[src/pll_pkg.sv]
// Shared types, codes and constants of the pooled linked-list engine.
package pll_pkg;

  // Pool geometry: node indices are IDX_W bits, pool addresses ADDR_W bits.
  localparam int POOL_DEPTH = 256;
  localparam int IDX_W      = 9;
  localparam int ADDR_W     = 8;
  localparam logic [IDX_W-1:0] END_NODE = IDX_W'(POOL_DEPTH);

  // Operation codes carried in the func field.
  localparam logic [2:0] FUNC_PUSH   = 3'd0;
  localparam logic [2:0] FUNC_POP    = 3'd1;
  localparam logic [2:0] FUNC_INSERT = 3'd2;
  localparam logic [2:0] FUNC_ERASE  = 3'd3;
  localparam logic [2:0] FUNC_CLEAR  = 3'd4;

  // Status codes.
  localparam logic [1:0] ST_OK        = 2'd0;
  localparam logic [1:0] ST_EXHAUSTED = 2'd1;
  localparam logic [1:0] ST_EMPTY     = 2'd2;
  localparam logic [1:0] ST_BADNODE   = 2'd3;

  // Microprogram addresses.
  localparam int STEP_W = 3;
  localparam logic [STEP_W-1:0] STEP_DISPATCH = 3'd0;
  localparam logic [STEP_W-1:0] STEP_LINK     = 3'd1;
  localparam logic [STEP_W-1:0] STEP_EMIT     = 3'd3;
  localparam logic [STEP_W-1:0] STEP_UNLINK   = 3'd4;

  typedef struct packed {
    logic [2:0]       func;
    logic [IDX_W-1:0] node_index;
  } in_word_t;

  typedef struct packed {
    logic [IDX_W-1:0] result_node;
    logic [IDX_W-1:0] head_node;
    logic [IDX_W-1:0] list_count;
    logic [IDX_W-1:0] peak_count;
    logic [1:0]       status;
  } out_word_t;

  // Datapath micro-operations selected by the control word.
  typedef enum logic [2:0] {
    UOP_DISPATCH,
    UOP_LINK_A,
    UOP_LINK_B,
    UOP_UNLINK_A,
    UOP_UNLINK_B,
    UOP_EMIT
  } uop_t;

  // Sequencing of the step counter.
  typedef enum logic [1:0] {
    SEQ_NEXT,
    SEQ_MAP,
    SEQ_JUMP,
    SEQ_RETURN
  } seq_t;

  // Where the dispatch step sends an item.
  typedef enum logic [1:0] {
    ROUTE_EMIT,
    ROUTE_LINK,
    ROUTE_UNLINK
  } route_t;

  typedef struct packed {
    uop_t              uop;
    seq_t              seq;
    logic [STEP_W-1:0] target;
  } ctrl_word_t;

  // Sequencer to datapath: the current micro-operation and whether it executes.
  typedef struct packed {
    uop_t uop;
    logic fire;
  } seq_ctl_t;

  // Datapath to sequencer: dispatch outcome and output register state.
  typedef struct packed {
    route_t route;
    logic   out_free;
  } dp_status_t;

endpackage

[src/pll_sequencer.sv]
// Microcode sequencer: step counter, control store and jump logic.
module pll_sequencer (
  input  logic              clk,
  input  logic              rst,
  input  logic              in_valid,
  input  pll_pkg::dp_status_t dp_status,
  output pll_pkg::seq_ctl_t seq_ctl,
  output logic              in_stall
);
  import pll_pkg::*;

  logic [STEP_W-1:0] step;
  logic [STEP_W-1:0] step_next;
  ctrl_word_t        cw;
  logic [STEP_W-1:0] map_target;

  // Control store: one word per step.
  always_comb begin
    case (step)
      3'd0:    cw = '{uop: UOP_DISPATCH, seq: SEQ_MAP,    target: STEP_DISPATCH};
      3'd1:    cw = '{uop: UOP_LINK_A,   seq: SEQ_NEXT,   target: STEP_DISPATCH};
      3'd2:    cw = '{uop: UOP_LINK_B,   seq: SEQ_NEXT,   target: STEP_DISPATCH};
      3'd3:    cw = '{uop: UOP_EMIT,     seq: SEQ_RETURN, target: STEP_DISPATCH};
      3'd4:    cw = '{uop: UOP_UNLINK_A, seq: SEQ_NEXT,   target: STEP_DISPATCH};
      3'd5:    cw = '{uop: UOP_UNLINK_B, seq: SEQ_JUMP,   target: STEP_EMIT};
      default: cw = '{uop: UOP_EMIT,     seq: SEQ_RETURN, target: STEP_DISPATCH};
    endcase
  end

  // Dispatch map from the datapath's routing decision.
  always_comb begin
    case (dp_status.route)
      ROUTE_LINK:   map_target = STEP_LINK;
      ROUTE_UNLINK: map_target = STEP_UNLINK;
      default:      map_target = STEP_EMIT;
    endcase
  end

  // Next step.
  always_comb begin
    case (cw.seq)
      SEQ_NEXT:   step_next = step + 3'd1;
      SEQ_MAP:    step_next = in_valid ? map_target : step;
      SEQ_JUMP:   step_next = cw.target;
      SEQ_RETURN: step_next = dp_status.out_free ? cw.target : step;
      default:    step_next = STEP_DISPATCH;
    endcase
  end

  always_ff @(posedge clk) begin
    if (rst) begin
      step <= STEP_DISPATCH;
    end else begin
      step <= step_next;
    end
  end

  // Control outputs: a step waiting on a handshake does not execute.
  always_comb begin
    seq_ctl.uop = cw.uop;
    case (cw.uop)
      UOP_DISPATCH: seq_ctl.fire = in_valid;
      UOP_EMIT:     seq_ctl.fire = dp_status.out_free;
      default:      seq_ctl.fire = 1'b1;
    endcase
  end

  assign in_stall = (step != STEP_DISPATCH);

endmodule

[config.mk]
export PLATFORM = sky130hd
export DESIGN_NAME = pll_sequencer
export DESIGN_NICKNAME = d
export VERILOG_FILES = /design/src/pll_pkg.sv /design/src/pll_sequencer.sv
export SDC_FILE = /design/constraint.sdc
export NUM_CORES = 1
export LEC_CHECK = 0
export BUFFER_PORTS_ARGS = -buffer_cell sky130_fd_sc_hd__buf_2
export CORE_AREA = 2 2 39 41
export DETAILED_ROUTE_END_ITERATION = 12
export DIE_AREA = 0 0 41 43
export PLACE_DENSITY = 0.51
export RECOVER_POWER = 100
export SLEW_MARGIN = 10
export SYNTH_ARGS = -nofsm -noshare
export SYNTH_HDL_FRONTEND = slang
export SYNTH_SLANG_ARGS = --single-unit
export TNS_END_PERCENT = 100
[constraint.sdc]
create_clock -name clk -period 4.3 [get_ports clk]
set_clock_uncertainty 0.2 [all_clocks]
set_input_delay 0.645 -clock clk [delete_from_list [all_inputs] [get_ports clk]]
set_output_delay 0.645 -clock clk [all_outputs]
set_load 0.1 [all_outputs]
**After elaboration in Yosys (flattened, before gate mapping)**

Index checks and enable logic that the tools add are counted.
Widths: inputs -> output; s select.

- Register bits after elaboration: 3
- Input port bits: 6
- Output and inout bits: 5
- Word-level logic and storage cells: 25

- Add/sub/neg operators: 1
- Equality and inequality tests: 12
- Muxes and demuxes: 6
- Reduce and logical (&&, ||, !) cells: 5

Operator list:

| operator | number |
|---|---|
| $pmux 8 s5 | 1 |
| $pmux 3 s4 | 1 |
| $eq 3x3->1 const B | 3 |
| $eq 2x2->1 const B | 3 |
| $logic_not 3->1 | 2 |
| $mux 3 | 2 |
| $pmux 3 s2 | 1 |
| $eq 2x1->1 const B | 2 |
| $ne 2x2->1 const B | 2 |
| $add 3x1->3 const B | 1 |
| $eq 3x1->1 const B | 1 |
| $eq 3x2->1 const B | 1 |
| $reduce_bool 3->1 | 1 |
| $logic_not 2->1 | 1 |
| $pmux 1 s2 | 1 |
| $reduce_and 2->1 | 1 |

**Longest topological paths before layout**

Gate-level depths: netlist of the first run.

- Word-level depth: 5
- Mapped depth: 7
- Mapped depth without buffers: 6

**Worst setup path after synthesis of the first run**

Ideal clock, no wire load.

- Path kind: register to output
- Start point: reg step[1]
- End point: out seq_ctl[0] in the netlist's numbering
- Arrival time: 3.170 ns
- Required time: 3.455 ns
- Slack: 0.285 ns
- Stages on the path, launching flop included: 7
- Path buffers: 1
- Cells stage by stage: dfxtp_1 > inv_1 > ha_1 > buf_6 > nor3_1 > o22a_2 > mux2i_1

RTL lines:

| item | line | source |
|---|---|---|
| start: declaration | pll_sequencer.sv:12 | `logic [STEP_W-1:0] step;` |
| start signal: assignment | pll_sequencer.sv:54 | `step <= step_next;` |
| end: declaration | pll_sequencer.sv:7 | `output pll_pkg::seq_ctl_t seq_ctl,` |

==> parameters.txt, run 1 <==
Parameter                              Value

Run status
  Run status    completed

Clocking
  Number of clock buffers inserted by TritonCTS    3
  Hold buffer count at cts    0
  Root cell of the clock tree    clkbuf_4
  Post-CTS Setup Repair Bufs    0
  Register clock-pin slew on the reported worst setup and hold paths    0.03 ns
  Buffers from clock root to sink, at most    2
  H-tree lvl count    1
  Post-cts gate resize count    0
  Clock network latency to the later pin of the worst-skew pair    0.23 ns
  Clock tree from TritonCTS    built
  Number of clock sinks    3

Synth
  Post-synthesis sequential element count    3
  Share of synthesized area occupied by flip-flops and latches    14.4%
  Unique masters post-synth    25
  Cells after synthesis    48
  Avg Inst Size Synth    8.71 µm²
  Synth Warn #    0
  Number of nets produced by synthesis    60
  Area of the mapped netlist    418 µm²

Worst setup path
  Crit path launch type    flip-flop
  Capture point of the worst reg-to-reg path    step[0]
  Launch point of the worst reg-to-reg path    step[1]
  R2R depth    5
  Startpoint-to-endpoint class of the critical path    reg -> out
  Sort of element at the end of the critical path    primary output
  Arrival time reported for the critical path endpoint    2.63 ns
  Max FO, Critical Path    11
  Start point of the critical path    step[1]
  Data required time at the worst endpoint    3.45 ns
  Setup slack on the worst flop-to-flop path    2.02 ns

Detailed routing
  Vias    387
  Vias per std cell    5.16
  Post-Route WL    818 µm
  Number of DRC markers in iteration 0    10
  Average routed wire per standard cell    10.9 µm
  DRC    0
  Post-detailed-route count of antenna-violating nets    0
  Pre-antenna DRT Iters    3

Global routing
  Total GRT Usage    9.82%
  Number of global-route vias before repair    314
  Largest net degree at the start of global routing    16
  Grt ovf    0
  Global-route wire length before repair    1200 µm
  Antenna violations before repair    0

Worst hold path
  Min-Delay Startpoint    step[0]
  Worst hold path type    reg -> reg
  Hold Crit Depth    2
  Hold EP    step[0]

Layout
  Number of inserted filler cells in the final layout    151
  Largest registers in the final layout    step: 3 flops
  ANT cells    0
  Share of layout cells above drive strength 1    20.3%
  Area growth syn-to-layout    9.88%
  Count of nets after finishing    72
  Post-route design area    459 µm²
  Commonest non-fill, non-tap cells in the layout    6 x ha_1, 6 x clkbuf_1, 5 x nor2_1, 5 x buf_2, 4 x inv_1
  Fin util    33.2%
  Register containing the most flip-flops in the final layout    step
  Max reg flops    3

Die
  Full die area    1760 µm²
  I/O pin cnt    11
  Vertical die dimension    43 µm
  Starting density of the core    30.2%
  Total core area    1380 µm²
  Number of standard-cell rows in the floorplan    14
  Die boundary width    41 µm

STA
  Highest Clock Rate    288 MHz
  Period Utilization, post-route    80.8%
  Headroom to the max-slew limit    22.8%
  Number of failing hold endpoints at the final stage    0
  Max Transition Viols Final    0
  Slew at the pin with the worst max-slew slack    1.16 ns
  Time the final worst path needs with I/O delays and setup    3.48 ns
  Post-route setup TNS    0 ns
  Number of endpoints failing setup at the final stage    0
  Setup repair after global routing missed its margin    no

Place
  Final weighted congestion in routability-driven placement    0.658
  Area post-placement    452 µm²
  Port buffer count    10
  HPWL Detailed    621 µm

Job
  Count of max-cap constraint violations    0
==> critical path, stage by stage (launching register included) <==
cell,delay [ns]
dfxtp_1,0.46
inv_1,0.13
ha_1,0.32
nor3_1,0.23
o22a_2,0.20
mux2i_1,0.18
clkbuf_1,0.87
==> metal layers <==
metal / up-vias / part of all wire [%] / track usage [%]
li1: 200 / - / -
met3: 0 / 7.1 / 4.71
met5: - / 0 / 0
met4: 0 / 0 / 2.00
met2: 12 / 39 / 13.1
met1: 175 / 54 / 14.1
==> stage by stage <==
step | setup slack [ns] | cells | hold WS [ns]
2_1_floorplan | 0.285 | 48 | 0.316
3_3_place_gp | 1.50 | 71 | 0.375
3_5_place_dp | 1.45 | 71 | 0.368
4_1_cts | 1.17 | 75 | 0.373
5_1_grt | 0.708 | 75 | 0.408
6_report | 0.825 | 75 | 0.368
==> worst max-delay path by stage <==
stage | end | slack [ns] | cells past startpoint
global route | seq_ctl[0] | 0.71 | 6
global placement | seq_ctl[0] | 1.50 | 7
detailed placement | seq_ctl[0] | 1.45 | 7
CTS | seq_ctl[0] | 1.17 | 7
finish | seq_ctl[0] | 0.82 | 6
floorplan | seq_ctl[0] | 0.28 | 6
==> cell usage after synthesis <==
master     number  share of area, %
ha_1            6                18
nor2_1          5               4.5
inv_1           4               3.6
a21oi_1         3               3.6
dfxtp_1         3                14
a211oi_1        2               3.6
buf_6           2               5.4
mux2i_1         2               4.8
nand2b_1        2               3.0
nand3b_1        2               3.6
o21ai_0         2               2.4
o32ai_1         2               4.2
a2111oi_0       1               2.1
a31o_2          1               2.1
clkbuf_8        1               3.3
nand2_1         1              0.90
nor2b_1         1               1.5
nor3_1          1               1.2
nor4b_1         1               2.1
o21ai_1         1               1.2
o221a_4         1               4.8
o22a_2          1               2.4
o32a_2          1               2.7
or2b_2          1               2.1
or4_4           1               2.7
==> cell families (layout without fill, tap and decap cells) <==
family,Yosys count,count (layout),synth area share [%]
AOI/OAI and AO/OA,15,15,29.0
adders and majority gates,6,6,18.0
buffers and inverters,7,18,12.3
DFF,3,3,14.4
muxes,2,2,4.79
and+or+nand+nor,15,15,21.6
==> final cells by class <==
cell class | count | area [µm²] | area share, %
inverters | 4 | 15.0 | 3.27
clock buffers | 4 | 26.3 | 5.72
flip-flops and latches | 3 | 60.1 | 13.1
repair buffers | 10 | 43.8 | 9.54
multi-input cells | 38 | 294 | 64.0
well taps | 16 | 20.0 | 4.36
Power of run 1 is left out: the tool's default activity adds up to more than one toggle a clock period on the data nets, which glitch-free logic cannot reach.
==> run 2: changes to the inputs <==
--- a/config.mk
+++ b/config.mk
@@ -9,7 +9,7 @@
 export CORE_AREA = 2 2 39 41
 export DETAILED_ROUTE_END_ITERATION = 12
 export DIE_AREA = 0 0 41 43
-export PLACE_DENSITY = 0.51
+export PLACE_DENSITY = 0.53
 export RECOVER_POWER = 100
 export SLEW_MARGIN = 10
 export SYNTH_ARGS = -nofsm -noshare
==> constraint.sdc (replaced) <==
create_clock -name clk -period 2.97 [get_ports clk]
set_clock_uncertainty 0.2 [all_clocks]
set_input_delay 0.4455 -clock clk [delete_from_list [all_inputs] [get_ports clk]]
set_output_delay 0.4455 -clock clk [all_outputs]
set_load 0.1 [all_outputs]
==> parameters.txt, run 2 (synthesis gave the netlist of run 1 again) <==
Parameter                              Value

Die
  Starting density of the core    30.2% (unchanged)
  Total core area    1380 µm² (unchanged)
  Full die area    1760 µm² (unchanged)
  I/O pin cnt    11 (unchanged)
  Vertical die dimension    43 µm (unchanged)
  Number of standard-cell rows in the floorplan    14 (unchanged)
  Die boundary width    41 µm (unchanged)

Global routing
  Grt ovf    0 (unchanged)
  Total GRT Usage    11.3% (+1.5 points)
  Number of global-route vias before repair    355 (+13%)
  Largest net degree at the start of global routing    11 (-5)
  Antenna violations before repair    0 (unchanged)
  Global-route wire length before repair    1390 µm (+16%)

Layout
  Most common cell after layout, fill and taps aside    ha_1
  Register containing the most flip-flops in the final layout    step
  Sequential Area    60.1 µm² (unchanged)
  Number of inserted filler cells in the final layout    151 (unchanged)
  Share of layout cells above drive strength 1    36.9% (+17 points)
  Area growth syn-to-layout    26.0%
  ANT cells    0 (unchanged)
  Multi-input gate area    312 µm² (+6.0%)
  Commonest non-fill, non-tap cells in the layout    6 x ha_1, 5 x nor2_1, 5 x buf_2, 5 x buf_4
  Largest registers in the final layout    step: 3 flops
  Max reg flops    3 (unchanged)
  Count of nets after finishing    78 (+8.3%)

Place
  HPWL Detailed    711 µm (+15%)
  Port buffer count    10 (unchanged)
  Final weighted congestion in routability-driven placement    0.719 (+9.4%)

Worst setup path
  Max FO, Critical Path    6 (-5)
  Largest incremental delay on the critical path    0.39 ns (-0.48 ns)
  Arrival time reported for the critical path endpoint    2.13 ns (-0.50 ns)
  Launch point of the worst reg-to-reg path    step[0]
  Startpoint-to-endpoint class of the critical path    reg -> out
  Data required time at the worst endpoint    2.32 ns (-1.13 ns)
  Start point of the critical path    step[0]
  Sort of element at the end of the critical path    primary output
  Crit path launch type    flip-flop
  Critical Path, Cell by Cell    inv_1 > ha_1 > clkbuf_1 > o32a_2 > a2111oi_1 > buf_4 > mux2i_4 > clkbuf_4
  Cell with the largest stage delay on the worst path    dfxtp_1

Clocking
  Root cell of the clock tree    clkbuf_4
  Post-CTS Setup Repair Bufs    0 (unchanged)
  Clock network latency to the later pin of the worst-skew pair    0.23 ns (about the same)
  H-tree lvl count    1 (unchanged)
  Buffers from clock root to sink, at most    2 (unchanged)
  Register clock-pin slew on the reported worst setup and hold paths    0.04 ns (about the same)
  Number of clock sinks    3 (unchanged)
  Hold buffer count at cts    0 (unchanged)
  Clock tree from TritonCTS    built
  Number of clock buffers inserted by TritonCTS    3 (unchanged)

Worst hold path
  Min-Delay Startpoint    rst
  Worst hold path type    in -> reg

Detailed routing
  Pre-antenna DRT Iters    4 (+1)
  Average routed wire per standard cell    10.8 µm (-0.84%)
  DRC    0 (unchanged)
  Number of DRC markers in iteration 0    14 (+4)
  Vias    405 (+4.7%)
  Vias per std cell    5.00 (-3.1%)
  Post-Route WL    876 µm (+7.1%)
  Post-detailed-route count of antenna-violating nets    0 (unchanged)

STA
  Number of endpoints failing setup at the final stage    0 (unchanged)
  Highest Clock Rate    360 MHz
  Time the final worst path needs with I/O delays and setup    2.78 ns
  Period Utilization, post-route    93.6%
  Setup repair after global routing missed its margin    no
  Headroom to the max-slew limit    64.0% (+41 points)
  Post-route setup TNS    0 ns (unchanged)
  Number of failing hold endpoints at the final stage    0 (unchanged)
  Max Transition Viols Final    0 (unchanged)
  Slew at the pin with the worst max-slew slack    0.542 ns (-0.620 ns)

Job
  Count of max-cap constraint violations    0 (unchanged)

Run status
  Run status    completed
## run 2: worst max-delay path, delay by kind of cell (launching register included)
family                     cells  cell delay, ns
buffers and inverters          4            0.74
AOI/OAI and AO/OA              2            0.50
DFF                            1            0.39
adders and majority gates      1            0.23
muxes                          1            0.05
## run 2: per-layer routing
layer | GRT usage (%) | vias to the layer above | routed length [µm]
li1 | - | 211 | -
met1 | 15.1 | 179 | 422
met2 | 16.9 | 15 | 406
met3 | 4.71 | 0 | 47
met4 | 2.00 | 0 | 0
met5 | 0 | - | 0
## run 2: stage by stage
step	hold slack, ns	std cells	cell area [µm²]	setup WS, ns	util (%)
after floorplan	0.315	48	432	0.0171	-
after global placement	0.340	77	510	0.412	36.9
after detailed placement	0.345	77	510	0.390	36.9
after CTS	0.200	81	537	0.132	38.8
after global routing	0.204	81	527	0.0452	38.1
final	0.210	81	527	0.191	38.1
## run 2: cell type report
cell class	count	area share, %
repair buffers	16	17.8
well taps	16	3.80
inverters	4	2.85
clock buffers	4	4.99
multi-input cells	38	59.1
flip-flops and latches	3	11.4
## run 2: path summary, 6_finish.rpt
check,to,slack (ns),cells after the start
max,seq_ctl[0],0.19,8
min reg2reg,step[0],0.35,2
max reg2reg,step[2],0.76,7
min,step[2],0.21,2
## run 2: timing repair
action	4_1_cts	5_1_grt
gates resized for setup	0	1
endpoints found under the setup margin	0	1
endpoints found under the hold margin	0	0
Power of run 2 is left out for the same reason.
==> run 3: changes to the inputs <==
==> constraint.sdc (replaced) <==
create_clock -name clk -period 2.97 [get_ports clk]
set_clock_uncertainty 0.2 [all_clocks]
set_input_delay 0.891 -clock clk [delete_from_list [all_inputs] [get_ports clk]]
set_output_delay 0.891 -clock clk [all_outputs]
set_load 0.1 [all_outputs]
==> parameters.txt, run 3 (synthesis gave the netlist of run 1 again) <==
Parameter                              Value

Layout
  Share of layout cells above drive strength 1    50.8% (+14 points)
  Count of nets after finishing    76 (-2.6%)
  Area growth syn-to-layout    45.5%
  Max reg flops    3 (unchanged)
  Fin util    43.9% (+5.9 points)
  ANT cells    0 (unchanged)
  Register containing the most flip-flops in the final layout    step
  Non-filler cells in the finished layout    79 (-2.5%)
  Largest registers in the final layout    step: 3 flops
  Commonest non-fill, non-tap cells in the layout    5 x nor2_1, 5 x buf_2, 4 x clkbuf_2, 4 x buf_4
  Number of inserted filler cells in the final layout    149 (-1.3%)

Detailed routing
  Vias    392 (-3.2%)
  DRC    0 (unchanged)
  Number of DRC markers in iteration 0    2 (-12)
  Pre-antenna DRT Iters    2 (-2)
  Average routed wire per standard cell    11.7 µm (+8.3%)
  Vias per std cell    4.96 (-0.76%)
  Post-Route WL    925 µm (+5.6%)
  Post-detailed-route count of antenna-violating nets    0 (unchanged)

Worst setup path
  Start point of the critical path    step[0]
  Startpoint-to-endpoint class of the critical path    reg -> out
  Capture point of the worst reg-to-reg path    step[0]
  Launch point of the worst reg-to-reg path    step[0]
  Arrival time reported for the critical path endpoint    1.78 ns (-0.35 ns)
  Max FO, Critical Path    5 (-1)
  Crit path launch type    flip-flop
  Setup slack on the worst flop-to-flop path    0.87 ns (+0.11 ns)
  Data required time at the worst endpoint    1.88 ns (-0.44 ns)
  Sort of element at the end of the critical path    primary output
  R2R depth    6 (-1)
  Critical path endpoint    seq_ctl[0]

Place
  DP Worst Slack    0.0373 ns (-0.352 ns)
  Port buffer count    10 (unchanged)
  Final weighted congestion in routability-driven placement    0.721 (+0.17%)
  Inst Count DP    74 (-3.9%)
  HPWL Detailed    717 µm (+0.83%)

Global routing
  Global-route wire length before repair    1480 µm (+7.0%)
  Grt ovf    0 (unchanged)
  Number of global-route vias before repair    383 (+7.9%)
  Largest net degree at the start of global routing    14 (+3)
  Antenna violations before repair    0 (unchanged)
  Total GRT Usage    12.3% (+1.0 points)

STA
  Worst setup slack after layout    0.0942 ns (-0.0964 ns)
  Setup repair after global routing missed its margin    no
  Highest Clock Rate    348 MHz (-3.4%)
  Period Utilization, post-route    96.8% (+3.2 points)
  Headroom to the max-slew limit    64.0% (about the same)
  Number of failing hold endpoints at the final stage    0 (unchanged)
  Slew at the pin with the worst max-slew slack    0.542 ns (-0.0000407 ns)
  Number of endpoints failing setup at the final stage    0 (unchanged)
  Time the final worst path needs with I/O delays and setup    2.88 ns (+0.0964 ns)
  Max Transition Viols Final    0 (unchanged)

Clocking
  Clock tree from TritonCTS    built
  Register clock-pin slew on the reported worst setup and hold paths    0.03 ns (about the same)
  Number of clock sinks    3 (unchanged)
  Hold buffer count at cts    0 (unchanged)
  Root cell of the clock tree    clkbuf_4
  Buffers from clock root to sink, at most    2 (unchanged)
  Number of clock buffers inserted by TritonCTS    3 (unchanged)
  H-tree lvl count    1 (unchanged)
  Clock network latency to the later pin of the worst-skew pair    0.23 ns (about the same)

Die
  Die boundary width    41 µm (unchanged)
  Starting density of the core    30.2% (unchanged)
  Vertical die dimension    43 µm (unchanged)
  I/O pin cnt    11 (unchanged)
  Number of standard-cell rows in the floorplan    14 (unchanged)
  Total core area    1380 µm² (unchanged)
  Full die area    1760 µm² (unchanged)

Job
  Count of max-cap constraint violations    0 (unchanged)

Worst hold path
  Worst hold path type    reg -> reg

Run status
  Run status    completed
## run 3: stage by stage
step,cell area [µm²],hold slack (ns),setup TNS (ns)
after floorplan,495,0.327,-0.0947
after global placement,552,0.355,0
after detailed placement,552,0.358,0
after CTS,599,0.363,0
after global routing,608,0.377,0
final,608,0.357,0
## run 3: worst max-delay path, stage by stage (launching register included)
cell and delay (ns):
dfxtp_4 0.36, inv_2 0.11, ha_4 0.17, nor2_1 0.06
o32a_4 0.32, a2111oi_4 0.24, mux2i_4 0.10, buf_6 0.20
## run 3: worst min-delay path by stage
stage                       start      end  slack, ns  cells past startpoint
after floorplan           step[0]  step[0]       0.33                      2
after global placement    step[0]  step[0]       0.35                      2
after detailed placement  step[0]  step[0]       0.36                      2
after CTS                 step[0]  step[0]       0.36                      2
after global routing      step[0]  step[0]       0.38                      2
final                     step[0]  step[0]       0.36                      2
## run 3: layer usage
metal,wire length [µm],GRT usage [%],vias up
met5,0,0,-
met4,0,2.00,0
met3,35,6.28,0
met2,430,19.7,10
met1,460,14.4,172
li1,-,-,210
## run 3: timing repair
action                     in CTS  in global routing
setup endpoints to repair       1                  1
hold endpoints to repair        0                  0
pin swaps                       0                  1
buffers inserted                0                  1
gates resized for setup         4                  1
## run 3: area by class of cell
type                            instances  area [µm²]  share of cell area [%]
Clock buffer                            4        26.3                    4.32
Multi-Input combinational cell         38         390                    64.2
Inverter                                4        17.5                    2.88
Sequential cell                         3        67.6                    11.1
Tap cell                               16        20.0                    3.29
Timing Repair Buffer                   14        86.3                    14.2
Power of run 3 is left out for the same reason.
